`src/hdl/tmg_pkg.sv`:
```
`timescale 1ns / 1ps
// ----------------------------------------------------------------------------
// tmg_pkg
// Shared constants, types, sine table and fixed-point helpers of the torus
// mesh generator.
// ----------------------------------------------------------------------------
package tmg_pkg;

    localparam int FRAC_BITS       = 16;
    localparam int SINE_TABLE_SIZE = 1024;
    localparam int TAB_BITS        = $clog2(SINE_TABLE_SIZE);
    localparam int QUARTER         = SINE_TABLE_SIZE / 4;
    localparam int TRIG_W          = FRAC_BITS + 2;

    localparam int ANG_BITS = 8 + TAB_BITS;
    localparam int TEX_BITS = FRAC_BITS + 9;
    localparam int DIV_K    = (ANG_BITS > TEX_BITS) ? ANG_BITS : TEX_BITS;
    localparam int RECIP_W  = DIV_K + 1;
    localparam int BIT_W    = $clog2(DIV_K + 1);
    localparam logic [RECIP_W-1:0] RECIP_RESET = RECIP_W'((64'd1 << DIV_K) / 64'd16);

    localparam int FIFO_DEPTH = 4;
    localparam int FIFO_AW    = $clog2(FIFO_DEPTH);

    localparam logic [17:0] TEX_U_MAX = 18'h3FFFF;
    localparam logic [16:0] TEX_V_MAX = 17'h1FFFF;

    localparam logic [23:0] INNER_RESET = 24'd65536;
    localparam logic [23:0] OUTER_RESET = 24'd16384;
    localparam logic [7:0]  TESS_RESET  = 8'd16;

    localparam int CFG_INDEX_W = 2;
    localparam logic [CFG_INDEX_W-1:0] REG_INNER = 2'd0;
    localparam logic [CFG_INDEX_W-1:0] REG_OUTER = 2'd1;
    localparam logic [CFG_INDEX_W-1:0] REG_TESS  = 2'd2;

    localparam logic [63:0] POLY_A  = 64'd1686629713;
    localparam logic [63:0] POLY_B  = 64'd693598668;
    localparam logic [63:0] POLY_C  = 64'd85569306;
    localparam logic [63:0] POLY_D  = 64'd4858527;

    typedef logic [FRAC_BITS:0] quarter_tab_t [0:QUARTER];

    typedef struct packed {
        logic [23:0]         inner;
        logic [23:0]         outer;
        logic [7:0]          n;
        logic [RECIP_W-1:0]  recip;
        logic                busy;
    } cfg_state_t;

    typedef struct packed {
        logic signed [TRIG_W-1:0] sin_t;
        logic signed [TRIG_W-1:0] cos_t;
        logic signed [TRIG_W-1:0] sin_p;
        logic signed [TRIG_W-1:0] cos_p;
        logic [17:0]              tex_u;
        logic [16:0]              tex_v;
        logic                     tris;
        logic [15:0]              base;
        logic [7:0]               n;
    } point_item_t;

    function automatic quarter_tab_t build_quarter();
        quarter_tab_t tab;
        logic [63:0] z;
        logic [63:0] z2;
        logic [63:0] t;
        logic [63:0] s;
        for (int j = 0; j <= QUARTER; j++) begin
            z  = 64'(j) << (32 - TAB_BITS);
            z2 = (z * z) >> 30;
            t  = POLY_D;
            t  = POLY_C - ((z2 * t) >> 30);
            t  = POLY_B - ((z2 * t) >> 30);
            t  = POLY_A - ((z2 * t) >> 30);
            s  = (z * t) >> 30;
            s  = (s + (64'd1 << (29 - FRAC_BITS))) >> (30 - FRAC_BITS);
            if (s > (64'd1 << FRAC_BITS))
                s = 64'd1 << FRAC_BITS;
            tab[j] = s[FRAC_BITS:0];
        end
        return tab;
    endfunction

    localparam quarter_tab_t SIN_QUARTER = build_quarter();

    function automatic logic signed [TRIG_W-1:0] sin_lookup(input logic [TAB_BITS-1:0] k);
        logic [1:0]          quad;
        logic [TAB_BITS-2:0] m;
        logic [TAB_BITS-2:0] j;
        logic [FRAC_BITS:0]  mag;
        quad = k[TAB_BITS-1 -: 2];
        m    = {1'b0, k[TAB_BITS-3:0]};
        j    = quad[0] ? ((TAB_BITS-1)'(QUARTER) - m) : m;
        mag  = SIN_QUARTER[j];
        return quad[1] ? -$signed({1'b0, mag}) : $signed({1'b0, mag});
    endfunction

    function automatic logic signed [TRIG_W-1:0] cos_lookup(input logic [TAB_BITS-1:0] k);
        return sin_lookup(TAB_BITS'(k + TAB_BITS'(QUARTER)));
    endfunction

    // sign-magnitude product, rounded half away from zero
    function automatic logic signed [31:0] mul_round(input logic signed [31:0] a,
                                                     input logic signed [31:0] b);
        logic        neg;
        logic [31:0] ma;
        logic [31:0] mb;
        logic [63:0] p;
        logic [31:0] m;
        neg = a[31] ^ b[31];
        ma  = a[31] ? 32'(-a) : 32'(a);
        mb  = b[31] ? 32'(-b) : 32'(b);
        p   = (64'(ma) * 64'(mb) + (64'd1 << (FRAC_BITS - 1))) >> FRAC_BITS;
        m   = p[31:0];
        return neg ? -$signed(m) : $signed(m);
    endfunction

endpackage

```
`src/hdl/tmg_fifo.sv`:
```
`timescale 1ns / 1ps
// ----------------------------------------------------------------------------
// tmg_fifo
// Short queue of classified points between front and back.
// ----------------------------------------------------------------------------
module tmg_fifo (
    input  logic                 clk,
    input  logic                 rst_n,
    input  tmg_pkg::point_item_t wr_item,
    input  logic                 wr_valid,
    output logic                 wr_ready,
    output tmg_pkg::point_item_t rd_item,
    output logic                 rd_valid,
    input  logic                 rd_ready
);
    import tmg_pkg::*;

    point_item_t        mem_reg [FIFO_DEPTH];
    logic [FIFO_AW-1:0] wr_ptr_reg;
    logic [FIFO_AW-1:0] rd_ptr_reg;
    logic [FIFO_AW:0]   count_reg;
    logic               push;
    logic               pop;

    assign wr_ready = count_reg != (FIFO_AW+1)'(FIFO_DEPTH);
    assign rd_valid = count_reg != '0;
    assign push     = wr_valid && wr_ready;
    assign pop      = rd_valid && rd_ready;
    assign rd_item  = mem_reg[rd_ptr_reg];

    always_ff @(posedge clk or negedge rst_n)
    begin
        if (!rst_n)
        begin
            wr_ptr_reg <= '0;
            rd_ptr_reg <= '0;
            count_reg  <= '0;
        end
        else
        begin
            if (push)
                wr_ptr_reg <= wr_ptr_reg + 1'b1;
            if (pop)
                rd_ptr_reg <= rd_ptr_reg + 1'b1;
            if (push && !pop)
                count_reg <= count_reg + 1'b1;
            else if (pop && !push)
                count_reg <= count_reg - 1'b1;
        end
    end

    always_ff @(posedge clk)
    begin
        if (push)
            mem_reg[wr_ptr_reg] <= wr_item;
    end

endmodule

```
`config.mk`:
```
export PLATFORM = sky130hd
export DESIGN_NAME = tmg_fifo
export DESIGN_NICKNAME = d
export VERILOG_FILES = /design/src/hdl/tmg_pkg.sv /design/src/hdl/tmg_fifo.sv
export SDC_FILE = /design/constraint.sdc
export NUM_CORES = 1
export LEC_CHECK = 0
export BUFFER_PORTS_ARGS = -buffer_cell sky130_fd_sc_hd__buf_2
export CORE_ASPECT_RATIO = 1.1
export CORE_MARGIN = 2
export CORE_UTILIZATION = 50
export CTS_BUF_LIST = sky130_fd_sc_hd__clkbuf_4
export DETAILED_ROUTE_END_ITERATION = 6
export HOLD_SLACK_MARGIN = 0.1
export PLACE_DENSITY = 0.71
export SYNTH_ARGS = -nofsm -noshare
export SYNTH_HDL_FRONTEND = slang
export SYNTH_SLANG_ARGS = --single-unit
```
`constraint.sdc`:
```
create_clock -name clk -period 5.4 [get_ports clk]
set_clock_uncertainty 0.05 [all_clocks]
set_input_delay 0.54 -clock clk [delete_from_list [all_inputs] [get_ports clk]]
set_output_delay 0.54 -clock clk [all_outputs]
set_load 0.01 [all_outputs]
```
Word-level counts from Yosys, hierarchy flattened
Memory sizes are Yosys's and may differ from the RTL's.
Index checks and enable logic that the tools add are counted.
{"block": "word_totals", "ff_bits": 7, "mem_bits_rw": 528, "in_bits": 136, "out_inout_bits": 134, "word_cells": 21, "mem_count": 1}
{"block": "classes", "addsub": 4, "eq_ne": 1, "muxes": 4, "n_reduce_logical": 8}
{"memory": "mem_reg", "words": 4, "width": 132, "read_ports": 1, "rd_ports_with_merged_regs": 0, "wr": 1, "line": "tmg_fifo.sv:18", "text": "point_item_t mem_reg [FIFO_DEPTH];"}
{"op": "two-way mux 3 bit", "count": 2}
{"op": "adder 2 x 1 -> 2 bit, second input constant", "count": 2}
{"op": "logical AND 1 bit", "count": 4}
{"op": "adder 3 x 1 -> 3 bit, second input constant", "count": 1}
{"op": "!= test 3 bit, second input constant", "count": 1}
{"op": "nonzero test 3 bit", "count": 1}
{"op": "subtractor 3 x 1 -> 3 bit, second input constant", "count": 1}
{"op": "logical NOT 1 bit", "count": 2}
{"op": "two-way mux 1 bit", "count": 2}
{"op": "nonzero test 2 bit", "count": 1}

Longest topological paths before layout
{"block": "logic_depth", "depth_word": 6, "ltp_mapped": 8, "ltp_nobuf": 8}

Least setup slack after synthesis
No wires, ideal clock.
{"block": "synth_path", "kind": "input to register", "start": "input port wr_valid", "end": "memory mem_reg[0][0] (netlist bit), enable pin", "setup_time_ps": 507, "arrival_ps": 3877, "required_time_ps": 4843, "slack_ps": 966, "cell_stages": 2, "path_buffers": 0, "path_cell_list": "a21boi_2 -> and2_1"}
{"block": "synth_via", "elab_chain_len": 3}
{"element": "start, declared", "line": "tmg_fifo.sv:10", "text": "input logic wr_valid,"}
{"element": "logical AND 1 bit", "line": "tmg_fifo.sv:27", "text": "assign push = wr_valid && wr_ready;"}
{"element": "two-way mux 1 bit", "line": "tmg_fifo.sv:54", "text": "if (push)"}
{"element": "two-way mux 1 bit (implied by the code)", "line": "tmg_fifo.sv:55", "text": "mem_reg[wr_ptr_reg] <= wr_item;"}
{"element": "end, declared", "line": "tmg_fifo.sv:18"}
No other way between the ends.

==> run summary <==
Yosys warnings - 0
share of cells above drive strength 1 - 46.7%
startpoint types - register
CTS tree - built
vias per inst - 5.25
Final Setup Violations - 0
CORE AREA - 0.0382 sq mm
max_cap viols - 0
first-pass GRT wire length - 57400 microns
final net count - 1386
PnR worst setup slack - 2060 ps
Setup TNS - 0 ps
critical path required time - 4810 ps
H-tree Lvls - 4
Yosys cell types - 19
Worst-path clk slew - 60 ps
worst-skew pair later-pin latency - 800 ps
relative slew slack - 29.1%
crit-path max FO - 61
Gate Count Post-Synth - 725
Root Buffer - clkbuf_4
syn_nets - 867
worst hold path class - in -> reg
cell taking the most area after synthesis - edfxtp_1
Final min period - 3340 ps
IO Pins - 270
CP arrival - 2750 ps
status - complete, no violations
final-report max-slew violation count - 0
Yosys top cell area share - 81.6%
post-synthesis sequential area ratio - 82.5%
Post-CTS Resized - 0
synthesis-to-layout area growth - 25.0%
CTS sink count - 535
initial antenna violation count - 4
Fill cells - 2540
final wirelength - 37100 microns
max FFs per register - 528
worst vdd ir - 0.501 mV
kind of critical path - reg -> out
row count - 75
DP HPWL - 20100 microns
most frequent cells in the layout - edfxtp_1 (528), buf_2 (269), clkbuf_4 (188)
CP max stage delay - 650 ps
period utilisation layout - 61.9%
routability cong. - 0.755
Yosys reg bits - 535
CP cell instances - buf_12 > mux4_2 > buf_2
Hold Path Origin - wr_item[11]
Hold Violations, Final - 0
RSZ-0062 raised after global routing - false
Inserted Clock Buffers - 132
Core Util, Final - 63.6%
largest net degree at the start of global routing - 133
die area - 0.0405 sq mm
post-placement setup slack - 2570 ps
Buf/Inv on CP - 2
Cell Pwr Density - 516 mW/mm^2
vias post-DR - 9574
Post-route DRC - 0
count of input and output buffers - 269
gr usage total - 19.0%
crit end category - output pin
Die Ht - 211 microns
slowest stage cell, crit path - dfrtp_4
Synth area leaders - edfxtp_1 (82%), mux4_2 (15%), dfrtp_1 (0.90%), buf_6 (0.46%), buf_2 (0.41%)
Post-Syn Area per Cell - 26.8 sq um
First DRT Iteration DRCs - 616
LEAKAGE - 0.00850 uW
Die W - 192 microns
vias in the first global route - 10700
clock buffer depth - 3
f_max - 299 MHz
commonest non-fill, non-tap cell in the layout - edfxtp_1
initial core utilization - 50.9%
delay-heaviest family, CP - flip-flops
total gr overflow - 0
WL/cell - 20.4 microns
worst reg2reg path startpoint - count_reg[0]
CP startpoint - rd_ptr_reg[0]
synthesized cell area - 0.0194 sq mm
Antenna Nets Post-Route - 0
Tightest Pin Transition - 1060 ps
First-pass DRT Iterations - 4
==> layer usage <==
layer	routed length, microns	part of all wire [%]	up-vias	global-route usage, %
li1	-	-	4253	-
met1	15100	41	4917	24.6
met2	18500	50	345	30.1
met3	2670	7.2	59	5.52
met4	844	2.3	0	8.67
met5	0	0	-	0
==> layout make-up <==
class	count	area [sq um]	share of cell area, %
diodes	4	10.0	0.0412
multi-input cells	157	3200	13.2
repair buffers	415	2850	11.7
inverters	3	11.3	0.0464
clock buffers	188	1410	5.81
well taps	500	626	2.58
flip-flops and latches	535	16000	66.1
clock inverters	20	135	0.557
==> kinds of logic (layout without fill, tap and decap cells) <==
kind of cell / count (synthesis) / in the layout / share of synthesized area (%)
other cells: 0 / 4 / 0
fa+ha+maj: 6 / 6 / 0.425
mux: 134 / 134 / 15.4
compound gates: 1 / 1 / 0.0579
flops: 535 / 535 / 82.5
xor+xnor: 6 / 6 / 0.270
simple gates: 10 / 10 / 0.264
buf+inv: 33 / 626 / 1.07
==> synthesized netlist by cell type <==
cell type and number:
dfrtp_1 7, a21boi_2 1, clkbuf_1 5, ha_1 5, nand3_1 1, xnor2_1 4
or3_1 1, buf_4 1, and2_1 4, inv_1 3, nand2_1 2, mux4_2 132
mux2_2 2, nor2_1 2, xor2_1 2, buf_6 8, fa_1 1, edfxtp_1 528
buf_2 16
==> where the power goes <==
group | leakage, uW | internal [uW] | switching, uW
registers | 0.00492 | 5500 | 228
clock network | 0.000929 | 1670 | 1430
logic | 0.00265 | 1700 | 2010
==> worst reg2reg max path, delay by kind of cell, from the launching register on <==
| family | cells | cell delay [ps] |
|---|---|---|
| compound gates | 1 | 320 |
| simple gates | 2 | 820 |
| flops | 1 | 410 |
| buf+inv | 1 | 610 |
==> final timing paths <==
path,slack (ps),end,cells after the start
setup / recovery,2060,rd_item[75],3
min in group asynchronous,630,count_reg[2],3
max in group asynchronous,4380,rd_ptr_reg[0],3
hold / removal,440,mem_reg[3][11],2
setup reg to reg,2760,mem_reg[2][69],4
hold reg to reg,480,count_reg[2],1
==> timing repair <==
| item | in CTS | in global routing |
|---|---|---|
| hold endpoints to repair | 539 | 0 |
| setup buffers | 0 | 0 |
| hold buffers | 136 | 0 |
| setup endpoints to repair | 0 | 0 |
==> metrics by stage <==
step	hold WS, ps	area [sq um]	instances	power (uW)
3_5_place_dp	335	21400	1474	9540
6_report	437	24300	1822	12500
2_1_floorplan	194	19400	725	8230
4_1_cts	311	24300	1818	12800
3_3_place_gp	333	21400	1474	9490
5_1_grt	373	24300	1822	13200
Power figures use the tool's default switching activity.
