**src/hdl/tmg_pkg.sv**
```systemverilog
`timescale 1ns / 1ps
// ----------------------------------------------------------------------------
// tmg_pkg
// Shared constants, types, sine table and fixed-point helpers of the torus
// mesh generator.
// ----------------------------------------------------------------------------
package tmg_pkg;

    localparam int FRAC_BITS       = 16;
    localparam int SINE_TABLE_SIZE = 1024;
    localparam int TAB_BITS        = $clog2(SINE_TABLE_SIZE);
    localparam int QUARTER         = SINE_TABLE_SIZE / 4;
    localparam int TRIG_W          = FRAC_BITS + 2;

    localparam int ANG_BITS = 8 + TAB_BITS;
    localparam int TEX_BITS = FRAC_BITS + 9;
    localparam int DIV_K    = (ANG_BITS > TEX_BITS) ? ANG_BITS : TEX_BITS;
    localparam int RECIP_W  = DIV_K + 1;
    localparam int BIT_W    = $clog2(DIV_K + 1);
    localparam logic [RECIP_W-1:0] RECIP_RESET = RECIP_W'((64'd1 << DIV_K) / 64'd16);

    localparam int FIFO_DEPTH = 4;
    localparam int FIFO_AW    = $clog2(FIFO_DEPTH);

    localparam logic [17:0] TEX_U_MAX = 18'h3FFFF;
    localparam logic [16:0] TEX_V_MAX = 17'h1FFFF;

    localparam logic [23:0] INNER_RESET = 24'd65536;
    localparam logic [23:0] OUTER_RESET = 24'd16384;
    localparam logic [7:0]  TESS_RESET  = 8'd16;

    localparam int CFG_INDEX_W = 2;
    localparam logic [CFG_INDEX_W-1:0] REG_INNER = 2'd0;
    localparam logic [CFG_INDEX_W-1:0] REG_OUTER = 2'd1;
    localparam logic [CFG_INDEX_W-1:0] REG_TESS  = 2'd2;

    localparam logic [63:0] POLY_A  = 64'd1686629713;
    localparam logic [63:0] POLY_B  = 64'd693598668;
    localparam logic [63:0] POLY_C  = 64'd85569306;
    localparam logic [63:0] POLY_D  = 64'd4858527;

    typedef logic [FRAC_BITS:0] quarter_tab_t [0:QUARTER];

    typedef struct packed {
        logic [23:0]         inner;
        logic [23:0]         outer;
        logic [7:0]          n;
        logic [RECIP_W-1:0]  recip;
        logic                busy;
    } cfg_state_t;

    typedef struct packed {
        logic signed [TRIG_W-1:0] sin_t;
        logic signed [TRIG_W-1:0] cos_t;
        logic signed [TRIG_W-1:0] sin_p;
        logic signed [TRIG_W-1:0] cos_p;
        logic [17:0]              tex_u;
        logic [16:0]              tex_v;
        logic                     tris;
        logic [15:0]              base;
        logic [7:0]               n;
    } point_item_t;

    function automatic quarter_tab_t build_quarter();
        quarter_tab_t tab;
        logic [63:0] z;
        logic [63:0] z2;
        logic [63:0] t;
        logic [63:0] s;
        for (int j = 0; j <= QUARTER; j++) begin
            z  = 64'(j) << (32 - TAB_BITS);
            z2 = (z * z) >> 30;
            t  = POLY_D;
            t  = POLY_C - ((z2 * t) >> 30);
            t  = POLY_B - ((z2 * t) >> 30);
            t  = POLY_A - ((z2 * t) >> 30);
            s  = (z * t) >> 30;
            s  = (s + (64'd1 << (29 - FRAC_BITS))) >> (30 - FRAC_BITS);
            if (s > (64'd1 << FRAC_BITS))
                s = 64'd1 << FRAC_BITS;
            tab[j] = s[FRAC_BITS:0];
        end
        return tab;
    endfunction

    localparam quarter_tab_t SIN_QUARTER = build_quarter();

    function automatic logic signed [TRIG_W-1:0] sin_lookup(input logic [TAB_BITS-1:0] k);
        logic [1:0]          quad;
        logic [TAB_BITS-2:0] m;
        logic [TAB_BITS-2:0] j;
        logic [FRAC_BITS:0]  mag;
        quad = k[TAB_BITS-1 -: 2];
        m    = {1'b0, k[TAB_BITS-3:0]};
        j    = quad[0] ? ((TAB_BITS-1)'(QUARTER) - m) : m;
        mag  = SIN_QUARTER[j];
        return quad[1] ? -$signed({1'b0, mag}) : $signed({1'b0, mag});
    endfunction

    function automatic logic signed [TRIG_W-1:0] cos_lookup(input logic [TAB_BITS-1:0] k);
        return sin_lookup(TAB_BITS'(k + TAB_BITS'(QUARTER)));
    endfunction

    // sign-magnitude product, rounded half away from zero
    function automatic logic signed [31:0] mul_round(input logic signed [31:0] a,
                                                     input logic signed [31:0] b);
        logic        neg;
        logic [31:0] ma;
        logic [31:0] mb;
        logic [63:0] p;
        logic [31:0] m;
        neg = a[31] ^ b[31];
        ma  = a[31] ? 32'(-a) : 32'(a);
        mb  = b[31] ? 32'(-b) : 32'(b);
        p   = (64'(ma) * 64'(mb) + (64'd1 << (FRAC_BITS - 1))) >> FRAC_BITS;
        m   = p[31:0];
        return neg ? -$signed(m) : $signed(m);
    endfunction

endpackage

```
**src/hdl/tmg_if.sv**
```systemverilog


interface tmg_cfg_if;
    logic        valid;
    logic        ready;
    logic [1:0]  index;
    logic [23:0] data;

    modport source (output valid, index, data, input ready);
    modport sink   (input valid, index, data, output ready);
endinterface

```
**src/hdl/tmg_cfg.sv**
```systemverilog
`timescale 1ns / 1ps
// ----------------------------------------------------------------------------
// tmg_cfg
// Register file; derives floor(2^K / N) bit-serially after a tess_count write.
// ----------------------------------------------------------------------------
module tmg_cfg (
    input  logic               clk,
    input  logic               rst_n,
    tmg_cfg_if.sink            cfg,
    output tmg_pkg::cfg_state_t cfg_state
);
    import tmg_pkg::*;

    logic [23:0]        inner_reg;
    logic [23:0]        outer_reg;
    logic [7:0]         n_reg;
    logic [RECIP_W-1:0] recip_reg;
    logic               busy_reg;
    logic [7:0]         rem_reg;
    logic [BIT_W-1:0]   bit_reg;

    logic               wr;
    logic [8:0]         r2;
    logic               ge;
    logic [7:0]         rem_next;
    logic [RECIP_W-1:0] recip_next;
    logic [7:0]         n_next;

    assign cfg.ready = 1'b1;
    assign wr        = cfg.valid && cfg.ready;

    always_comb
    begin
        r2         = {rem_reg, bit_reg == BIT_W'(DIV_K)};
        ge         = r2 >= {1'b0, n_reg};
        rem_next   = ge ? 8'(r2 - {1'b0, n_reg}) : r2[7:0];
        recip_next = {recip_reg[RECIP_W-2:0], ge};
        n_next     = (cfg.data[7:0] == 8'd0) ? 8'd1 : cfg.data[7:0];
    end

    always_ff @(posedge clk or negedge rst_n)
    begin
        if (!rst_n)
        begin
            inner_reg <= INNER_RESET;
            outer_reg <= OUTER_RESET;
            n_reg     <= TESS_RESET;
            recip_reg <= RECIP_RESET;
            busy_reg  <= 1'b0;
            rem_reg   <= 8'd0;
            bit_reg   <= '0;
        end
        else
        begin
            if (busy_reg)
            begin
                rem_reg   <= rem_next;
                recip_reg <= recip_next;
                if (bit_reg == '0)
                    busy_reg <= 1'b0;
                else
                    bit_reg <= bit_reg - 1'b1;
            end
            if (wr)
            begin
                unique case (cfg.index)
                    REG_INNER: inner_reg <= cfg.data;
                    REG_OUTER: outer_reg <= cfg.data;
                    REG_TESS:
                    begin
                        n_reg     <= n_next;
                        busy_reg  <= 1'b1;
                        rem_reg   <= 8'd0;
                        recip_reg <= '0;
                        bit_reg   <= BIT_W'(DIV_K);
                    end
                    default: ;
                endcase
            end
        end
    end

    assign cfg_state.inner = inner_reg;
    assign cfg_state.outer = outer_reg;
    assign cfg_state.n     = n_reg;
    assign cfg_state.recip = recip_reg;
    assign cfg_state.busy  = busy_reg;

endmodule

```
**src/flat_wrapper.sv**
```systemverilog
// flat-port wrapper written by rule: the top's interface ports become plain ports
module tmg_cfg_flat import tmg_pkg::*;
  (clk, rst_n, cfg_state, cfg_valid, cfg_index, cfg_data, cfg_ready);
  tmg_cfg_if cfg_i ();
  input  logic clk;
  input  logic rst_n;
  output tmg_pkg::cfg_state_t cfg_state;
  input wire logic [$bits(cfg_i.valid)-1:0] cfg_valid;
  input wire logic [$bits(cfg_i.index)-1:0] cfg_index;
  input wire logic [$bits(cfg_i.data)-1:0] cfg_data;
  output wire logic [$bits(cfg_i.ready)-1:0] cfg_ready;
  assign cfg_i.valid = cfg_valid;
  assign cfg_i.index = cfg_index;
  assign cfg_i.data = cfg_data;
  assign cfg_ready = cfg_i.ready;
  tmg_cfg u_core (.clk(clk), .rst_n(rst_n), .cfg(cfg_i), .cfg_state(cfg_state));
endmodule
```
**config.mk**
```make
export PLATFORM = sky130hd
export DESIGN_NAME = tmg_cfg_flat
export DESIGN_NICKNAME = d
export VERILOG_FILES = /design/src/hdl/tmg_pkg.sv /design/src/hdl/tmg_if.sv /design/src/hdl/tmg_cfg.sv /design/src/flat_wrapper.sv
export SDC_FILE = /design/constraint.sdc
export NUM_CORES = 1
export LEC_CHECK = 0
export BUFFER_PORTS_ARGS = -buffer_cell sky130_fd_sc_hd__buf_2
export CELL_PAD_IN_SITES_DETAIL_PLACEMENT = 1
export CELL_PAD_IN_SITES_GLOBAL_PLACEMENT = 1
export CORE_MARGIN = 5
export CORE_UTILIZATION = 41
export CTS_CLUSTER_DIAMETER = 100
export DETAILED_ROUTE_END_ITERATION = 8
export PLACE_DENSITY_LB_ADDON = 0.1
export SLEW_MARGIN = 20
export SYNTH_ARGS = -nofsm -noshare
export SYNTH_HDL_FRONTEND = slang
export SYNTH_SLANG_ARGS = --single-unit
```
**constraint.sdc**
```tcl
create_clock -name clk -period 3 [get_ports clk]
set_input_delay 0.3 -clock clk [delete_from_list [all_inputs] [get_ports clk]]
set_output_delay 0.3 -clock clk [all_outputs]
set_load 0.005 [all_outputs]
```
* After elaboration in Yosys (flattened, before gate mapping)
Index checks and enable logic that the tools add are counted.
** Word-level totals
- Bits in registers :: 96
- Bits of input ports :: 29
- Logic and storage cells :: 35
** Cells by class
- Add/subtract/negate cells :: 2
- Order comparisons :: 1
- Equality and inequality tests :: 3
- Mux-type cells :: 16
- Reduce and logical (&&, ||, !) cells :: 6
** Operators with widths (number)
- $mux W26 :: 3
- $mux W8 :: 5
- $mux W5 :: 4
- $ge A9 B8 Y1 :: 1
- $logic_not A8 Y1 :: 1
- $sub A8 B8 Y8 :: 1
- $reduce_and A2 Y1 :: 3
- $eq A5 B5 Y1 const B :: 1
- $logic_not A5 Y1 :: 1
- $sub A5 B1 Y5 const B :: 1
- $mux W1 :: 4
- $eq A2 B1 Y1 const B :: 1
- $eq A2 B2 Y1 const B :: 1
- $logic_not A2 Y1 :: 1

* Logic depth before layout (Yosys ltp)
- Depth after elaboration :: 6
- Depth in mapped cells :: 11
- Mapped depth without buffers :: 11

* Worst setup path before layout
No wires, ideal clock.
- Path kind :: flip-flop to flip-flop
- Start :: register u_core.bit_reg[1]
- End :: register u_core.rem_reg[6]
- Library setup time :: 0.078 ns
- Arrival time :: 2.275 ns
- Required time :: 2.922 ns
- Path slack :: 0.648 ns
- Stages on the path, launching flop included :: 12
- Path buffers :: 0
- Period minus slack after synthesis :: 2.352 ns
- Path through :: dfrtp_1 inv_1 ha_1 nand4b_1 ha_1 inv_1 fa_1 a21oi_1 o21ai_1 or4b_1 a41o_1 a21oi_1
** On the way
- Cells in the longest elaborated chain, start to end :: 6
** RTL lines
- from (decl) :: line tmg_cfg.sv:20 : logic [BIT_W-1:0] bit_reg;
- from (signal assigned) :: line tmg_cfg.sv:62 : bit_reg <= bit_reg - 1'b1;
- from (signal assigned) :: line tmg_cfg.sv:75 : bit_reg <= BIT_W'(DIV_K);
- $eq A5 B5 Y1 (*) :: line tmg_cfg.sv:34 : r2 = {rem_reg, bit_reg == BIT_W'(DIV_K)};
- $sub A8 B8 Y8 / $ge A9 B8 Y1 (equally long branches) :: line tmg_cfg.sv:36, tmg_cfg.sv:35
- $mux W8 (*) :: line tmg_cfg.sv:36 : rem_next = ge ? 8'(r2 - {1'b0, n_reg}) : r2[7:0];
- $mux W8 (*) :: line tmg_cfg.sv:55 : if (busy_reg)
- $mux W8 :: line tmg_cfg.sv:66 : unique case (cfg.index)
- $mux W8 (*) :: line tmg_cfg.sv:64 : if (wr)
- to (signal assigned) :: line tmg_cfg.sv:57 : rem_reg <= rem_next;
- to (decl) :: line tmg_cfg.sv:19 : logic [7:0] rem_reg;
Mark *: on every way between the ends. The rest lies on a longest branch, timed or not.
A chain may end at the register's enable or synchronous reset.

* Worst setup path after layout
Ends and elaborated chain as after synthesis.

==> flow_summary.toml <==
[sta]
fin_setup_tns_ns = 0
maxClockFrequency_mhz = 390.9
timing.clock.skew_ns = 0.005250
period_minus_slack_ns = 2.558
timing.hold.ws_ns = 0.001817
timing_max_transition_violations_final = 0
grt_setup_unrepaired = "false"
max-slew-margin-rel = 0.4596
tightest_slew_ns = 0.8107
final_min_period_over_clock_period = 0.8527
finalSetupViolations = 0
final-hold-violation-count = 0

[layout]
area.growth.synth_to_final_pct = 21.05
filler_cell_count = 1145
area_of_the_multi_input_gates_sq_um = 1737
layout.nets = 503
layout-drive-gt1-share = 0.4154
flip_flop_count_of_the_largest_register_all_copies_and_words_added = 26
layout.area.seq_sq_um = 2409
fin_cells = 604

[synth]
post-synth-top-area-fraction = 0.5371
synthesis.area_sq_um = 4287
synth_warnings = 0
fraction_of_synthesized_cell_area_in_xor_and_xnor_cells = 0.006130
synth-seq-area-share = 0.5616
synth_cell_types = 43
synth_adder_area_share = 0.03678
post_synth_and_or_nand_nor_area_fraction = 0.08581
ys_seq_elements = 96
synth.mux.area_fraction = 0.1964
dominant_combinational_cell_family_by_area_after_synthesis = "multiplexers"
syn_nets = 395
syn-instance-count = 354
synthesis.area_per_instance_sq_um = 12.11
synth_compound_gate_area_share = 0.07706
synth.area.top_cells = "sky130_fd_sc_hd__dfrtp_1 54%, sky130_fd_sc_hd__mux2_2 13%, sky130_fd_sc_hd__mux2i_1 6.8%"
yosys.area.top_type = "sky130_fd_sc_hd__dfrtp_1"

[grt]
grt_antenna_before_repair = 0
grt_remaining_overflow = 0
largest_net_degree_at_the_start_of_global_routing = 62
groute.usage.overall = 0.1721
first_global_vias = 3406
grt_first_pass_wirelength_um = 17670

[route]
route.detailed.wl_per_inst_um = 17.08
via_count = 3075
drt-initial-drc-count = 99
post_drt_via_cell_ratio = 5.091
drt_pass1_iterations = 4
wirelength_um = 10320
drc_violations = 0
route.antenna.remaining_nets = 0

[setup_path]
r2r.worst_path.cells = 11
reg2reg_start = "u_core.bit_reg[1]$_DFF_PN0_"
crit_family = "adder cells"
critical_path.max_fanout = 4
critical_path.reg2reg.endpoint = "u_core.rem_reg[6]$_DFF_PN0_"
crit_path_top_delay_cell = "sky130_fd_sc_hd__or4b_1"
path_buf_inv = 2
cell_breakdown_of_the_critical_path = "inv_1 > ha_1 > nand4b_1 > ha_1 > inv_1 > fa_1 > a21oi_1 > o21ai_1 > or4b_1 > a41o_1 > a21oi_1"
rrSetupSlack_ns = 0.44
critPathMaxStageDelay_ns = 0.47
cp-start-kind = "register"
cp_data_required_time_ns = 3.29
criticalPathCategory = "register to register"
timing.critical_path.arrival_ns = 2.85
endpoint_kind = "register"

[floorplanning]
num_rows = 37
die_h_um = 112.3
floorplan.die_area_sq_um = 12600
fp.dieW_um = 112.3
num_io_pins = 113
initial_standard_cell_utilization_of_the_core = 0.4171
core_area_sq_um = 10280

[placement]
buffer_ports.inserted = 111
finalWeightedCongestion = 0.7607
placed_cell_count = 587
dp.final_hpwl_um = 7574

[power_and_ir_drop]
ir_worst_vdd_mv = 0.3373
power.leakage_nw = 2.669
power_density_nw_per_um2 = 923.8

[clocking]
cts_tree = "built"
cts.repair_timing.setup_buffer_count = 0
clkLatencyLatePin_ns = 0.36
numCtsBuffers = 9
cts.hold.buffers_added = 0
clock_path_buffers = 2
clk_pin_slew_worst_paths_ns = 0.09
post_cts_resize_count = 0
clock-sinks = 96
cts-root-buf = "sky130_fd_sc_hd__clkbuf_8"
cts-htree-levels = 3

[job]
max_cap_violations = 0

[run_status]
outcome = "finished clean"

[hold_path]
timing.hold.worst.class = "input pin to async pin"
-- routing by layer --
layer | wire [um] | GRT usage
met4 | 110 | 0.04327
met5 | 0 | 0
met2 | 4985 | 0.2793
met1 | 4425 | 0.2166
met3 | 794 | 0.06739
-- cell type report --
type,instances,area share
flip-flops and latches,96,0.4642
multi-input cells,224,0.3347
repair buffers,116,0.1172
well taps,136,0.03279
clock buffers,12,0.02990
inverters,15,0.01085
clock inverters,4,0.009887
diodes,1,0.0004823
-- cell usage after synthesis (all sizes together) --
cell	instances
dfrtp	92
mux2	49
nor2	37
mux2i	29
o21ai	22
nand2	20
a21oi	18
inv	15
ha	11
buf	10
clkbuf	9
dfstp	4
nand3	4
nand3b	3
nor3	3
a211oi	2
nand2b	2
nand4b	2
nor2b	2
nor4	2
or2	2
xnor2	2
a221o	1
a221oi	1
a31oi	1
a32o	1
a41o	1
conb	1
fa	1
nor3b	1
o2111ai	1
o31ai	1
o41ai	1
or3	1
or4b	1
xor2	1
-- kinds of logic (layout without fill, tap and decap cells) --
group,count (synthesis),count (layout)
flops,96,96
simple gates,80,80
mux,78,78
compound gates,50,50
buf+inv,34,147
fa+ha+maj,12,12
xor+xnor,3,3
other cells,1,2
-- cell usage in the layout, fill, tap and decap left out, types with 2 or more instances in the layout --
master                     Yosys  final
sky130_fd_sc_hd__dfrtp_1      92     91
sky130_fd_sc_hd__o21ai_1       2      2
sky130_fd_sc_hd__inv_1        15     15
sky130_fd_sc_hd__nand3b_1      3      3
sky130_fd_sc_hd__nand2_1      20     20
sky130_fd_sc_hd__dfstp_2       4      4
sky130_fd_sc_hd__xnor2_1       2      2
sky130_fd_sc_hd__nand4b_1      2      2
sky130_fd_sc_hd__clkbuf_8      0     11
sky130_fd_sc_hd__nor2b_1       2      2
sky130_fd_sc_hd__nor4_1        2      2
sky130_fd_sc_hd__ha_1         11     11
sky130_fd_sc_hd__a211oi_1      2      2
sky130_fd_sc_hd__nand2b_1      2      2
sky130_fd_sc_hd__nand3_1       4      4
sky130_fd_sc_hd__o21ai_0      19     19
sky130_fd_sc_hd__nor2_1       37     36
sky130_fd_sc_hd__a21oi_1      16     16
sky130_fd_sc_hd__buf_4         2      5
sky130_fd_sc_hd__nor3_1        3      3
sky130_fd_sc_hd__or2_2         2      2
sky130_fd_sc_hd__mux2i_1      29     29
sky130_fd_sc_hd__mux2_2       48     48
sky130_fd_sc_hd__buf_2         7    110
-- worst max-delay path by stage --
stage	startpoint	endpoint	cells after the start
after detailed placement	u_core.bit_reg[1]$_DFF_PN0_	u_core.rem_reg[6]$_DFF_PN0_	11
after CTS	u_core.bit_reg[1]$_DFF_PN0_	u_core.rem_reg[6]$_DFF_PN0_	11
final	u_core.bit_reg[1]$_DFF_PN0_	u_core.rem_reg[6]$_DFF_PN0_	11
after global routing	u_core.bit_reg[1]$_DFF_PN0_	u_core.rem_reg[6]$_DFF_PN0_	11
after floorplan	u_core.bit_reg[1]$_DFF_PN0_	u_core.rem_reg[6]$_DFF_PN0_	11
after global placement	u_core.bit_reg[1]$_DFF_PN0_	u_core.rem_reg[6]$_DFF_PN0_	11
-- power breakdown --
part / leakage (nW) / internal (mW) / switching [mW]
clock: 0.103 / 0.434 / 0.455
combinational: 1.40 / 0.916 / 0.950
sequential: 1.17 / 1.69 / 0.350
total: 2.67 / 3.04 / 1.75
-- per-stage QoR --
step	area [sq um]	utilization	setup slack, ns	power (mW)
floorplan	4287	-	0.6480	3.286
detailed placement	4980	0.4845	0.4378	3.968
global placement	4980	0.4845	0.5086	3.876
CTS	5186	0.5046	0.4211	4.877
global route	5186	0.5046	0.2037	5.199
finish	5189	0.5049	0.4420	4.793
(Power assumes the default switching activity.)
